### src/rtl/cda_pkg.sv
`timescale 1ns / 1ps
`default_nettype none
// ----------------------------------------------------------------------------
// Calendar date arithmetic - shared package
// Field widths, calendar constants, FSM states and controller/datapath types.
// ----------------------------------------------------------------------------
package cda_pkg;

    localparam int MAX_YEAR   = 4095;
    localparam int COUNT_BITS = 21;

    localparam int OP_W    = 2;
    localparam int YEAR_W  = 12;
    localparam int MONTH_W = 4;
    localparam int DAY_W   = 5;
    localparam int COUNT_W = 21;
    localparam int DIFF_W  = 22;

    // normalised year can sit one above the field range (month 13..15)
    localparam int NYEAR_W = YEAR_W + 1;
    localparam int SER_W   = 24;
    localparam int DOY_W   = 9;

    localparam int MONTHS        = 12;
    localparam int DAYS_PER_YEAR = 365;
    localparam int DIFF_LIMIT    = 2**(DIFF_W - 1) - 1;

    // day serial of 0001-01-01 and of MAX_YEAR-12-31
    localparam int LO_SERIAL = 366;
    localparam int HI_SERIAL = DAYS_PER_YEAR * (MAX_YEAR + 1) + (MAX_YEAR + 4) / 4
                               - (MAX_YEAR + 100) / 100 + (MAX_YEAR + 400) / 400 - 1;

    // x / 100 == (x * RECIP100) >> RECIP100_SH for x below about 91000
    localparam int RECIP100    = 83887;
    localparam int RECIP100_W  = 17;
    localparam int RECIP100_SH = 23;

    // year estimate from a serial, biased upwards so the search only steps down
    localparam int YEAR_RECIP    = 2871;
    localparam int YEAR_RECIP_W  = 12;
    localparam int YEAR_RECIP_SH = 20;
    localparam int YEAR_EST_BIAS = 2;

    localparam logic [OP_W-1:0] OP_ADD = 2'd0;
    localparam logic [OP_W-1:0] OP_SUB = 2'd1;

    localparam logic [DOY_W-1:0] CUM_DAYS [MONTHS] = '{
        9'd0, 9'd31, 9'd59, 9'd90, 9'd120, 9'd151,
        9'd181, 9'd212, 9'd243, 9'd273, 9'd304, 9'd334
    };

    typedef enum logic [3:0] {
        ST_IDLE,
        ST_A1,
        ST_A2,
        ST_B1,
        ST_B2,
        ST_CMP,
        ST_EST,
        ST_Y1,
        ST_Y2,
        ST_MONTH,
        ST_DONE
    } state_t;

    typedef enum logic [1:0] {
        YSEL_A,
        YSEL_B,
        YSEL_S
    } ysel_t;

    typedef struct packed {
        logic  load_in;
        ysel_t ysel;
        logic  dby_start;
        logic  store_sa;
        logic  store_sb;
        logic  compare;
        logic  estimate;
        logic  probe;
        logic  month;
        logic  out_load;
    } cmd_t;

    typedef struct packed {
        logic is_diff;
        logic dby_gt_s;
    } sts_t;

    function automatic logic [DOY_W-1:0] days_before_month(
        input logic [MONTH_W-1:0] mi,
        input logic               leap
    );
        logic [DOY_W-1:0] v;
        v = CUM_DAYS[mi];
        if (mi >= MONTH_W'(2) && leap)
        begin
            v = v + 1'b1;
        end
        return v;
    endfunction

endpackage
`default_nettype wire

### src/rtl/calendar_date_arithmetic.sv
`timescale 1ns / 1ps
`default_nettype none
// Sequence: both dates go to day serials through the days-before-year unit;
// a difference then compares and loads the result; add and subtract estimate
// the year and take k = 2..4 year probes (mostly k = 3) before the month split.
// Throughput: one item at a time; the next input transfer is taken the cycle
// after the result is loaded into the output register, even while it stalls.
// Reset (rst_n, asynchronous): controller to idle, output valid cleared.
// ----------------------------------------------------------------------------
// Calendar date arithmetic - top level
// Gregorian add/subtract days and date difference with compare flags.
// ----------------------------------------------------------------------------
module calendar_date_arithmetic (
    input  wire logic                                clk,
    input  wire logic                                rst_n,
    input  wire logic                                in_valid,
    output logic                                     in_stall,
    input  wire logic        [cda_pkg::OP_W-1:0]     opcode,
    input  wire logic        [cda_pkg::YEAR_W-1:0]   year_a,
    input  wire logic        [cda_pkg::MONTH_W-1:0]  month_a,
    input  wire logic        [cda_pkg::DAY_W-1:0]    day_a,
    input  wire logic        [cda_pkg::YEAR_W-1:0]   year_b,
    input  wire logic        [cda_pkg::MONTH_W-1:0]  month_b,
    input  wire logic        [cda_pkg::DAY_W-1:0]    day_b,
    input  wire logic        [cda_pkg::COUNT_W-1:0]  day_count,
    output logic                                     out_valid,
    input  wire logic                                out_stall,
    output logic             [cda_pkg::YEAR_W-1:0]   result_year,
    output logic             [cda_pkg::MONTH_W-1:0]  result_month,
    output logic             [cda_pkg::DAY_W-1:0]    result_day,
    output logic signed      [cda_pkg::DIFF_W-1:0]   day_difference,
    output logic                                     a_before_b,
    output logic                                     a_equals_b,
    output logic                                     out_of_range
);
    import cda_pkg::*;

    cmd_t cmd;
    sts_t sts;

    cda_ctrl u_ctrl (
        .clk       (clk),
        .rst_n     (rst_n),
        .in_valid  (in_valid),
        .in_stall  (in_stall),
        .out_valid (out_valid),
        .out_stall (out_stall),
        .sts       (sts),
        .cmd       (cmd)
    );

    cda_datapath u_datapath (
        .clk            (clk),
        .cmd            (cmd),
        .sts            (sts),
        .opcode         (opcode),
        .year_a         (year_a),
        .month_a        (month_a),
        .day_a          (day_a),
        .year_b         (year_b),
        .month_b        (month_b),
        .day_b          (day_b),
        .day_count      (day_count),
        .result_year    (result_year),
        .result_month   (result_month),
        .result_day     (result_day),
        .day_difference (day_difference),
        .a_before_b     (a_before_b),
        .a_equals_b     (a_equals_b),
        .out_of_range   (out_of_range)
    );

endmodule
`default_nettype wire

### src/rtl/cda_ctrl.sv
`timescale 1ns / 1ps
`default_nettype none
// ----------------------------------------------------------------------------
// Calendar date arithmetic - controller
// Sequences the serial conversions, compare, year search and month split,
// and owns both handshakes.
// ----------------------------------------------------------------------------
module cda_ctrl (
    input  wire logic          clk,
    input  wire logic          rst_n,
    input  wire logic          in_valid,
    output logic               in_stall,
    output logic               out_valid,
    input  wire logic          out_stall,
    input  wire cda_pkg::sts_t sts,
    output cda_pkg::cmd_t      cmd
);
    import cda_pkg::*;

    state_t state_reg, state_next;
    logic   out_valid_reg, out_valid_next;

    always_ff @(posedge clk or negedge rst_n)
    begin
        if (!rst_n)
        begin
            state_reg     <= ST_IDLE;
            out_valid_reg <= 1'b0;
        end
        else
        begin
            state_reg     <= state_next;
            out_valid_reg <= out_valid_next;
        end
    end

    assign in_stall  = (state_reg != ST_IDLE);
    assign out_valid = out_valid_reg;

    always_comb
    begin
        cmd            = '0;
        cmd.ysel       = YSEL_A;
        state_next     = state_reg;
        out_valid_next = out_valid_reg && out_stall;
        case (state_reg)
            ST_IDLE:
            begin
                if (in_valid)
                begin
                    cmd.load_in = 1'b1;
                    state_next  = ST_A1;
                end
            end
            ST_A1:
            begin
                cmd.ysel      = YSEL_A;
                cmd.dby_start = 1'b1;
                state_next    = ST_A2;
            end
            ST_A2:
            begin
                cmd.store_sa = 1'b1;
                state_next   = ST_B1;
            end
            ST_B1:
            begin
                cmd.ysel      = YSEL_B;
                cmd.dby_start = 1'b1;
                state_next    = ST_B2;
            end
            ST_B2:
            begin
                cmd.store_sb = 1'b1;
                state_next   = ST_CMP;
            end
            ST_CMP:
            begin
                cmd.compare = 1'b1;
                state_next  = sts.is_diff ? ST_DONE : ST_EST;
            end
            ST_EST:
            begin
                cmd.estimate = 1'b1;
                state_next   = ST_Y1;
            end
            ST_Y1:
            begin
                cmd.ysel      = YSEL_S;
                cmd.dby_start = 1'b1;
                state_next    = ST_Y2;
            end
            ST_Y2:
            begin
                // year estimate too high: step down and probe again
                cmd.probe  = 1'b1;
                state_next = sts.dby_gt_s ? ST_Y1 : ST_MONTH;
            end
            ST_MONTH:
            begin
                cmd.month  = 1'b1;
                state_next = ST_DONE;
            end
            ST_DONE:
            begin
                if (!out_valid_reg || !out_stall)
                begin
                    cmd.out_load   = 1'b1;
                    out_valid_next = 1'b1;
                    state_next     = ST_IDLE;
                end
            end
            default:
            begin
                state_next = ST_IDLE;
            end
        endcase
    end

endmodule
`default_nettype wire

### src/rtl/cda_datapath.sv
`timescale 1ns / 1ps
`default_nettype none
// ----------------------------------------------------------------------------
// Calendar date arithmetic - datapath
// Day serial conversion via a two-step days-before-year unit, add/subtract
// with clamping, difference with saturation, year search and month split.
// ----------------------------------------------------------------------------
module cda_datapath (
    input  wire logic                                clk,
    input  wire cda_pkg::cmd_t                       cmd,
    output cda_pkg::sts_t                            sts,
    input  wire logic        [cda_pkg::OP_W-1:0]     opcode,
    input  wire logic        [cda_pkg::YEAR_W-1:0]   year_a,
    input  wire logic        [cda_pkg::MONTH_W-1:0]  month_a,
    input  wire logic        [cda_pkg::DAY_W-1:0]    day_a,
    input  wire logic        [cda_pkg::YEAR_W-1:0]   year_b,
    input  wire logic        [cda_pkg::MONTH_W-1:0]  month_b,
    input  wire logic        [cda_pkg::DAY_W-1:0]    day_b,
    input  wire logic        [cda_pkg::COUNT_W-1:0]  day_count,
    output logic             [cda_pkg::YEAR_W-1:0]   result_year,
    output logic             [cda_pkg::MONTH_W-1:0]  result_month,
    output logic             [cda_pkg::DAY_W-1:0]    result_day,
    output logic signed      [cda_pkg::DIFF_W-1:0]   day_difference,
    output logic                                     a_before_b,
    output logic                                     a_equals_b,
    output logic                                     out_of_range
);
    import cda_pkg::*;

    localparam int PW  = NYEAR_W + 1 + RECIP100_W;
    localparam int EW  = SER_W - 1 + YEAR_RECIP_W;
    localparam int YQW = NYEAR_W + 1;

    localparam logic signed [SER_W-1:0] DIFF_MAX = SER_W'(DIFF_LIMIT);
    localparam logic signed [SER_W-1:0] DIFF_MIN = -DIFF_MAX;
    localparam logic signed [SER_W-1:0] S_LO     = SER_W'(LO_SERIAL);
    localparam logic signed [SER_W-1:0] S_HI     = SER_W'(HI_SERIAL);

    // month 0 is December of the year before, 13..15 spill into the next year
    function automatic logic [NYEAR_W+MONTH_W-1:0] normalise(
        input logic [YEAR_W-1:0]  y,
        input logic [MONTH_W-1:0] m
    );
        logic [NYEAR_W-1:0] yy;
        logic [MONTH_W-1:0] mi;
        if (m == '0)
        begin
            if (y == '0)
            begin
                yy = '0;
                mi = '0;
            end
            else
            begin
                yy = {1'b0, y} - 1'b1;
                mi = MONTH_W'(MONTHS - 1);
            end
        end
        else if (m <= MONTH_W'(MONTHS))
        begin
            yy = {1'b0, y};
            mi = m - 1'b1;
        end
        else
        begin
            yy = {1'b0, y} + 1'b1;
            mi = m - MONTH_W'(MONTHS + 1);
        end
        return {yy, mi};
    endfunction

    logic        [OP_W-1:0]    op_reg;
    logic        [NYEAR_W-1:0] ya_reg, yb_reg;
    logic        [MONTH_W-1:0] mia_reg, mib_reg;
    logic        [DAY_W-1:0]   da_reg, db_reg;
    logic        [COUNT_W-1:0] cnt_reg;

    logic        [NYEAR_W-1:0] dy_reg, q4_reg, q100_reg, q400_reg;
    logic signed [SER_W-1:0]   sa_reg, sb_reg, s_reg;
    logic        [NYEAR_W-1:0] ys_reg;
    logic        [DOY_W-1:0]   doy_reg;
    logic                      leap_reg;

    logic        [YEAR_W-1:0]  ry_reg;
    logic        [MONTH_W-1:0] rm_reg;
    logic        [DAY_W-1:0]   rd_reg;
    logic signed [DIFF_W-1:0]  diff_reg;
    logic                      before_reg, equal_reg, oor_reg;

    logic        [YEAR_W-1:0]  out_year_reg;
    logic        [MONTH_W-1:0] out_month_reg;
    logic        [DAY_W-1:0]   out_day_reg;
    logic signed [DIFF_W-1:0]  out_diff_reg;
    logic                      out_before_reg, out_equal_reg, out_oor_reg;

    logic        [NYEAR_W+MONTH_W-1:0] norm_a, norm_b;
    logic        [NYEAR_W-1:0] ysel_y;
    logic        [NYEAR_W:0]   y_p3, y_p99, y_p399;
    logic        [PW-1:0]      p100, p400;
    logic        [SER_W-1:0]   dby;
    logic                      leap;
    logic        [MONTH_W-1:0] mi_sel;
    logic        [DAY_W-1:0]   d_sel;
    logic signed [SER_W-1:0]   ser_d;
    logic signed [SER_W-1:0]   cnt_s, sdiff, s_raw;
    logic                      is_diff;
    logic        [EW-1:0]      est_prod;
    logic                      dby_gt_s;
    logic        [MONTH_W-1:0] mi_found;
    logic        [DOY_W-1:0]   dbm_found;

    assign norm_a  = normalise(year_a, month_a);
    assign norm_b  = normalise(year_b, month_b);
    assign is_diff = (op_reg != OP_ADD) && (op_reg != OP_SUB);

    // ---- days before year, step one: quotients by 4, 100 and 400 (ceilings)
    always_comb
    begin
        case (cmd.ysel)
            YSEL_A:  ysel_y = ya_reg;
            YSEL_B:  ysel_y = yb_reg;
            YSEL_S:  ysel_y = ys_reg;
            default: ysel_y = ya_reg;
        endcase
    end

    assign y_p3   = {1'b0, ysel_y} + YQW'(3);
    assign y_p99  = {1'b0, ysel_y} + YQW'(99);
    assign y_p399 = {1'b0, ysel_y} + YQW'(399);
    assign p100   = PW'(y_p99) * PW'(RECIP100);
    assign p400   = PW'(y_p399 >> 2) * PW'(RECIP100);

    // ---- step two: sum and leap flag from the registered quotients
    assign dby = SER_W'(dy_reg) * SER_W'(DAYS_PER_YEAR) + SER_W'(q4_reg)
                 - SER_W'(q100_reg) + SER_W'(q400_reg);
    // the ceilings are exact only when the year is a multiple
    assign leap = (dy_reg[1:0] == 2'b00)
                  && ((YQW'(q100_reg) * YQW'(100) != {1'b0, dy_reg})
                      || (YQW'(q400_reg) * YQW'(400) == {1'b0, dy_reg}));

    assign mi_sel = cmd.store_sa ? mia_reg : mib_reg;
    assign d_sel  = cmd.store_sa ? da_reg : db_reg;
    assign ser_d  = $signed(dby + SER_W'(days_before_month(mi_sel, leap)) + SER_W'(d_sel))
                    - $signed(SER_W'(1));

    assign cnt_s = $signed(SER_W'(cnt_reg[COUNT_BITS-1:0]));
    assign sdiff = sa_reg - sb_reg;
    assign s_raw = (op_reg == OP_ADD) ? sa_reg + cnt_s : sa_reg - cnt_s;

    assign est_prod = EW'(s_reg[SER_W-2:0]) * EW'(YEAR_RECIP);
    assign dby_gt_s = $signed(dby) > s_reg;

    always_comb
    begin
        mi_found = '0;
        for (int k = 1; k < MONTHS; k++)
        begin
            if (days_before_month(MONTH_W'(k), leap_reg) <= doy_reg)
            begin
                mi_found = MONTH_W'(k);
            end
        end
    end

    assign dbm_found = days_before_month(mi_found, leap_reg);

    always_ff @(posedge clk)
    begin
        if (cmd.load_in)
        begin
            op_reg  <= opcode;
            ya_reg  <= norm_a[NYEAR_W+MONTH_W-1:MONTH_W];
            mia_reg <= norm_a[MONTH_W-1:0];
            da_reg  <= day_a;
            yb_reg  <= norm_b[NYEAR_W+MONTH_W-1:MONTH_W];
            mib_reg <= norm_b[MONTH_W-1:0];
            db_reg  <= day_b;
            cnt_reg <= day_count;
        end

        if (cmd.dby_start)
        begin
            dy_reg   <= ysel_y;
            q4_reg   <= NYEAR_W'(y_p3 >> 2);
            q100_reg <= NYEAR_W'(p100 >> RECIP100_SH);
            q400_reg <= NYEAR_W'(p400 >> RECIP100_SH);
        end

        if (cmd.store_sa)
        begin
            sa_reg <= ser_d;
        end
        if (cmd.store_sb)
        begin
            sb_reg <= ser_d;
        end

        if (cmd.compare)
        begin
            before_reg <= (sa_reg < sb_reg);
            equal_reg  <= (sa_reg == sb_reg);
            ry_reg     <= '0;
            rm_reg     <= '0;
            rd_reg     <= '0;
            if (is_diff)
            begin
                if (sdiff > DIFF_MAX)
                begin
                    diff_reg <= DIFF_W'(DIFF_MAX);
                    oor_reg  <= 1'b1;
                end
                else if (sdiff < DIFF_MIN)
                begin
                    diff_reg <= DIFF_W'(DIFF_MIN);
                    oor_reg  <= 1'b1;
                end
                else
                begin
                    diff_reg <= DIFF_W'(sdiff);
                    oor_reg  <= 1'b0;
                end
            end
            else
            begin
                diff_reg <= '0;
                if (s_raw < S_LO)
                begin
                    s_reg   <= S_LO;
                    oor_reg <= 1'b1;
                end
                else if (s_raw > S_HI)
                begin
                    s_reg   <= S_HI;
                    oor_reg <= 1'b1;
                end
                else
                begin
                    s_reg   <= s_raw;
                    oor_reg <= 1'b0;
                end
            end
        end

        if (cmd.estimate)
        begin
            ys_reg <= NYEAR_W'(est_prod >> YEAR_RECIP_SH) + NYEAR_W'(YEAR_EST_BIAS);
        end

        if (cmd.probe)
        begin
            if (dby_gt_s)
            begin
                ys_reg <= ys_reg - 1'b1;
            end
            else
            begin
                doy_reg  <= DOY_W'(s_reg - $signed(dby));
                leap_reg <= leap;
            end
        end

        if (cmd.month)
        begin
            ry_reg <= YEAR_W'(ys_reg);
            rm_reg <= mi_found + 1'b1;
            rd_reg <= DAY_W'(doy_reg - dbm_found) + DAY_W'(1);
        end

        if (cmd.out_load)
        begin
            out_year_reg   <= ry_reg;
            out_month_reg  <= rm_reg;
            out_day_reg    <= rd_reg;
            out_diff_reg   <= diff_reg;
            out_before_reg <= before_reg;
            out_equal_reg  <= equal_reg;
            out_oor_reg    <= oor_reg;
        end
    end

    assign sts.is_diff  = is_diff;
    assign sts.dby_gt_s = dby_gt_s;

    assign result_year    = out_year_reg;
    assign result_month   = out_month_reg;
    assign result_day     = out_day_reg;
    assign day_difference = out_diff_reg;
    assign a_before_b     = out_before_reg;
    assign a_equals_b     = out_equal_reg;
    assign out_of_range   = out_oor_reg;

endmodule
`default_nettype wire

### config.mk
export PLATFORM = sky130hd
export DESIGN_NAME = calendar_date_arithmetic
export DESIGN_NICKNAME = d
export VERILOG_FILES = /design/src/rtl/cda_pkg.sv /design/src/rtl/calendar_date_arithmetic.sv /design/src/rtl/cda_ctrl.sv /design/src/rtl/cda_datapath.sv
export SDC_FILE = /design/constraint.sdc
export NUM_CORES = 2
export LEC_CHECK = 0
export BUFFER_PORTS_ARGS = -buffer_cell sky130_fd_sc_hd__buf_2
export CAP_MARGIN = 0
export CORE_ASPECT_RATIO = 0.75
export CORE_UTILIZATION = 44
export CTS_CLUSTER_SIZE = 8
export DETAILED_ROUTE_END_ITERATION = 12
export GPL_TIMING_DRIVEN = 0
export SLEW_MARGIN = 40
export SYNTH_ARGS = -nofsm -noshare
export SYNTH_HDL_FRONTEND = slang
export SYNTH_HIERARCHICAL = 1
export SYNTH_SLANG_ARGS = --single-unit
### constraint.sdc
create_clock -name clk -period 29.8 [get_ports clk]
set_input_delay 5.96 -clock clk [delete_from_list [all_inputs] [get_ports clk]]
set_output_delay 5.96 -clock clk [all_outputs]
set_load 0.005 [all_outputs]
=== Word level (Yosys, flattened, before mapping) ===
Memory sizes are Yosys's and may differ from the RTL's.
Cells that the tools add are included.

* $add $sub $neg: 28
* $mul: 6
* Divide/modulo/power cells: 0
* Magnitude comparators: 23
* Equality and inequality tests: 18
* Shift operators: 0
* Mux-type cells: 78
* Bitwise gates (word level): 4
* Reduce and logical (&&, ||, !) cells: 24

{| class="wikitable"
|+ Operators with widths
! operator !! number
|-
| 13-bit two-way mux || 9
|-
| 4-bit two-way mux || 18
|-
| 24-bit by 22-bit greater-than comparator with 1-bit output, second input constant || 2
|-
| 4-bit case mux with 11 select lines || 1
|-
| 21-bit two-way mux || 2
|-
| 8-bit by 9-bit less-or-equal comparator with 1-bit output || 4
|-
| 23-bit by 12-bit multiplier with 33-bit output, second input constant || 1
|-
| 14-bit by 17-bit multiplier with 31-bit output, second input constant || 1
|-
| 5-bit two-way mux || 6
|-
| 12-bit by 17-bit multiplier with 29-bit output, second input constant || 1
|-
| 9-bit less-or-equal comparator || 3
|-
| 9-bit two-way mux || 3
|-
| 12-bit by 1-bit adder with 13-bit output, second input constant || 2
|-
| 13-bit case mux with 2 select lines || 1
|-
| 12-bit by 1-bit subtractor with 13-bit output, second input constant || 2
|-
| 24-bit by 22-bit adder with 24-bit output || 1
|-
| 24-bit by 5-bit adder with 24-bit output || 1
|-
| 24-bit by 8-bit adder with 24-bit output || 1
|-
| 24-bit by 9-bit adder with 24-bit output || 1
|-
| 24-bit equality test || 1
|-
| 24-bit greater-than comparator || 1
|-
| 12-bit zero test || 2
|-
| 24-bit by 10-bit less-than comparator with 1-bit output, second input constant || 1
|-
| 24-bit by 22-bit less-than comparator with 1-bit output, second input constant || 1
|-
| other kinds (55) || 115
|}

* Bits in registers: 300
* Latch bits: 0
* Bits in writable memories: 0
* ROM bits: 288
* Input port bits: 69
* Output and inout port bits: 48
* Word-level logic and storage cells: 219
* Memories: 2

{| class="wikitable"
|+ Memory list
! name !! words !! bits a word !! read ports !! clocked after memory_dff !! write ports !! RTL line !! source
|-
| (no name shown) || 16 || 9 || 1 || 0 || 0 || cda_pkg.sv:95 || <nowiki>v = CUM_DAYS[mi];</nowiki>
|-
| (no name shown) || 16 || 9 || 1 || 0 || 0 || cda_pkg.sv:95 ||
|}

=== Logic depth before layout (Yosys ltp) ===
* Word-level depth: 21
* Depth in mapped cells: 38
* Mapped depth without buffers: 36

=== By module ===
The synthesis kept the hierarchy.

{| class="wikitable"
|+ Modules (own cells, without submodules)
! module !! times used !! cells an instance !! area an instance (µm²) !! sequential area each (µm²)
|-
| cda_datapath || 1 || 3641 || 36436.2 || 8668.3
|-
| cda_ctrl || 1 || 45 || 375.4 || 125.1
|}

=== Least setup slack after synthesis ===
No wires, ideal clock.

* Path type: input to register
* From: input port out_stall
* To: register u_datapath.out_before_reg, in the netlist u_datapath/a_before_b (enable)
* Library setup time: 516 ps
* Arrival: 9432 ps
* Data required time: 29284 ps
* Setup slack: 19852 ps
* Stages on the path: 2
* Buffers on the path: 0
* Path through: nand2_1 -> nor3b_1

{| class="wikitable"
|+ RTL lines
! element !! RTL line !! source
|-
| start, declared || calendar_date_arithmetic.sv:27 || <nowiki>input wire logic out_stall,</nowiki>
|-
| end signal, assigned || cda_datapath.sv:275 || <nowiki>out_before_reg <= before_reg;</nowiki>
|-
| end, declared || cda_datapath.sv:94 || <nowiki>logic out_before_reg, out_equal_reg, out_oor_reg;</nowiki>
|}

==> summary.txt <==
Run status
  • Status: complete, no violations

Finish
  • Multi-input combinational cell area: 24,990 um2
  • Commonest cells after routing, fill and taps aside: 795 x inv_1, 623 x ha_1, 356 x fa_1
  • Fraction of layout cells with a size suffix above 1: 0.07784
  • Layout area overhead: 9.690%
  • Fin cells: 4,997
  • Nets@finish: 4,918
  • Fillcell total: 7,662
  • Commonest non-fill, non-tap cell in the layout: inv_1
  • Register area: 8793 um2

Critical path
  • WP buf/inv: 10
  • CP Launch Type: flip-flop
  • Critical Path Source: u_ctrl/state_reg[0]
  • Slowest CP cell: fa_1
  • Crit-path max cell delay: 0.67 ns
  • Critical path depth: 38
  • Crit path max fanout: 10
  • Crit path to: u_datapath/q100_reg[7]
  • CP endpoint kind: flip-flop
  • Crit path max-delay family: adder cells
  • FF-to-FF End: u_datapath/q100_reg[7]
  • Register-to-Register Path Depth: 38
  • CP Class: reg2reg
  • Worst reg2reg setup slack: 18.52 ns
  • Data arrival, critical path: 11.61 ns
  • Worst endpoint required time: 30.12 ns
  • Critical R2R Launch: u_ctrl/state_reg[0]

Synth
  • Largest family of logic cells by synthesized area: adder cells
  • Warnings, synthesis: 6
  • Post-Synthesis Cells: 3,686
  • Register bit count reported by yosys: 298
  • Library cells used by synthesis: 108
  • Post-Synth Simple-Gate Area: 0.09446
  • Mapped Area: 36,810 um2
  • Synth Area in Adders: 0.4056
  • Fraction of the mapped netlist area in compound gates: 0.1154
  • Post-synthesis async set-or-reset flop share: 0.01678
  • Avg Synthesized Cell Area: 9.987 um2
  • EDFF count, synth: 280
  • Sequential-to-total area share from yosys stat: 0.2389
  • Ys flop type: edfxtp_1
  • Mux cell area share after synthesis: 0.005676
  • Post-Synth XOR/XNOR Area: 0.05248

STA
  • Worst Tran Pin Value: 0.8970 ns
  • Hold Fails Final Rpt: 0
  • Setup TNS: 0 ns
  • # setup viols final: 0
  • RSZ-0062 raised after global routing: false
  • Period minus WS final: 11.28 ns
  • Slew HR: 0.4020
  • Fin Clk Skew: 0.03203 ns
  • FMAX: 88.62 MHz
  • Max-slew violation count: 0
  • Period utilization: 0.3787

GRT
  • Initial antenna violation count: 1
  • First-pass GRT wire length: 139,300 um
  • Global route overflow: 0
  • Largest net degree at the start of global routing: 36
  • Vias in the first global route: 25,128
  • Tot GR Track Use: 0.2109

Routing
  • Total routed wirelength: 87,270 um
  • Pre-antenna DRT Iters: 5
  • DRC viols: 0
  • Total number of vias: 26,138
  • Via/cell ratio: 5.231
  • WL per Instance: 17.46 um
  • DRT iter0 DRCs: 1,758
  • Post-DRT Antenna Nets: 0

Clock network
  • CTS Hold Buffers Added: 0
  • TritonCTS clock tree: done
  • Clock tree sinks: 298
  • # Post-CTS Setup Buffers: 0
  • Root Driver: clkbuf_16
  • # resized after CTS: 0
  • CTS clk-pin slew, worst paths: 0.05 ns
  • Clock Latency Late Sink: 0.60 ns
  • H-Tree Level Count: 2
  • CTS Buffer Depth: 3
  • CTS buffer count: 44

Place
  • # port buffers: 111
  • Placed Cells: 4,940
  • Post-DP HPWL: 73,510 um
  • GPL Wtd Cong: 0.9532

Worst hold path
  • Hold wc startpoint: u_datapath/rd_reg[0]
  • Hold Path Class: reg2reg

Floorplanning
  • Total die area: 84,840 um2
  • Die Y-Extent: 252.5 um
  • Core area: 82,550 um2
  • Row Count: 91
  • Initial core utilization: 0.4459
  • Die extent in x: 336.0 um
  • # IOs: 117

Flow run
  • Max-cap violations: 0
==> through the flow <==
step / utilization / hold slack (ns) / worst slack (ns) / instance area (um2)
after floorplan: - / 0.4003 / 19.85 / 36820
after global placement: 0.4697 / 0.4005 / 17.22 / 38770
after detailed placement: 0.4742 / 0.4045 / 18.64 / 39150
after CTS: 0.4890 / 0.4153 / 18.60 / 40360
after global routing: 0.4891 / 0.4199 / 17.80 / 40380
final: 0.4892 / 0.4136 / 18.52 / 40380
==> cell usage after synthesis, types with 6 or more instances <==
cell type / instances / area (um2)
mux2_2: 7 / 78.83
o31ai_1: 12 / 90.09
and2_1: 26 / 162.7
a211o_1: 9 / 78.83
a21o_1: 59 / 442.9
nand2_1: 135 / 506.7
clkbuf_1: 31 / 116.4
nor2_1: 207 / 777.0
o22ai_1: 15 / 93.84
nor3b_1: 13 / 97.59
fa_1: 356 / 7127
nand4_1: 24 / 150.1
ha_1: 623 / 7795
a2111oi_0: 7 / 61.31
nor3_1: 63 / 315.3
and3_1: 28 / 175.2
dfxtp_1: 13 / 260.3
o211ai_1: 13 / 97.59
edfxtp_1: 280 / 8408
o21ai_1: 7 / 35.03
o31a_1: 7 / 61.31
a21oi_1: 183 / 915.9
o21ai_0: 115 / 575.6
nor2b_1: 21 / 131.4
mux2i_1: 13 / 130.1
or2_2: 15 / 93.84
buf_2: 10 / 50.05
a41oi_1: 6 / 52.55
o221ai_1: 9 / 78.83
nor4_1: 13 / 81.33
nand2b_1: 31 / 193.9
xnor2_1: 152 / 1331
a211oi_1: 19 / 142.6
o21bai_1: 12 / 90.09
inv_1: 795 / 2984
a31oi_1: 18 / 112.6
or3_1: 26 / 162.7
xor2_1: 66 / 578.1
o21a_1: 34 / 255.2
nand3_1: 55 / 275.3
a22oi_1: 22 / 165.2
==> worst min-delay path by stage <==
stage	endpoint	slack (ns)	cells past startpoint
after CTS	u_datapath/day_difference[12]	0.42	0
after detailed placement	u_datapath/day_difference[12]	0.40	0
after global routing	u_datapath/day_difference[19]	0.42	0
after floorplan	u_datapath/a_before_b	0.40	0
final	u_datapath/result_day[0]	0.41	0
after global placement	u_datapath/result_day[2]	0.40	0
==> logic make-up (layout without fill, tap and decap cells) <==
kind of cell / count (synthesis) / after routing
AOI/OAI and AO/OA: 631 / 631
xor gates and xnor gates: 219 / 219
adders and majority gates: 980 / 980
buffers and inverters: 843 / 1035
DFF: 298 / 298
muxes: 20 / 20
other: 1 / 4
and+or+nand+nor: 694 / 694
==> layout make-up <==
type | instances | share of cell area
multi-input combinational | 2547 | 0.6188
antenna | 1 | 0.00006197
timing repair buffer | 136 | 0.01896
inverter | 796 | 0.07400
clock buffer | 49 | 0.02798
tap | 1116 | 0.03458
buffer | 47 | 0.005733
clock inverter | 7 | 0.002107
sequential | 298 | 0.2178
==> metal layers <==
metal / part of all wire / global-route usage
met1: 0.52 / 0.3326
met2: 0.40 / 0.2920
met3: 0.070 / 0.04826
met4: 0.014 / 0.03549
met5: 0 / 0
Power is left out: the tool's default activity adds up to more than one toggle a clock period on the data nets, which glitch-free logic cannot reach.
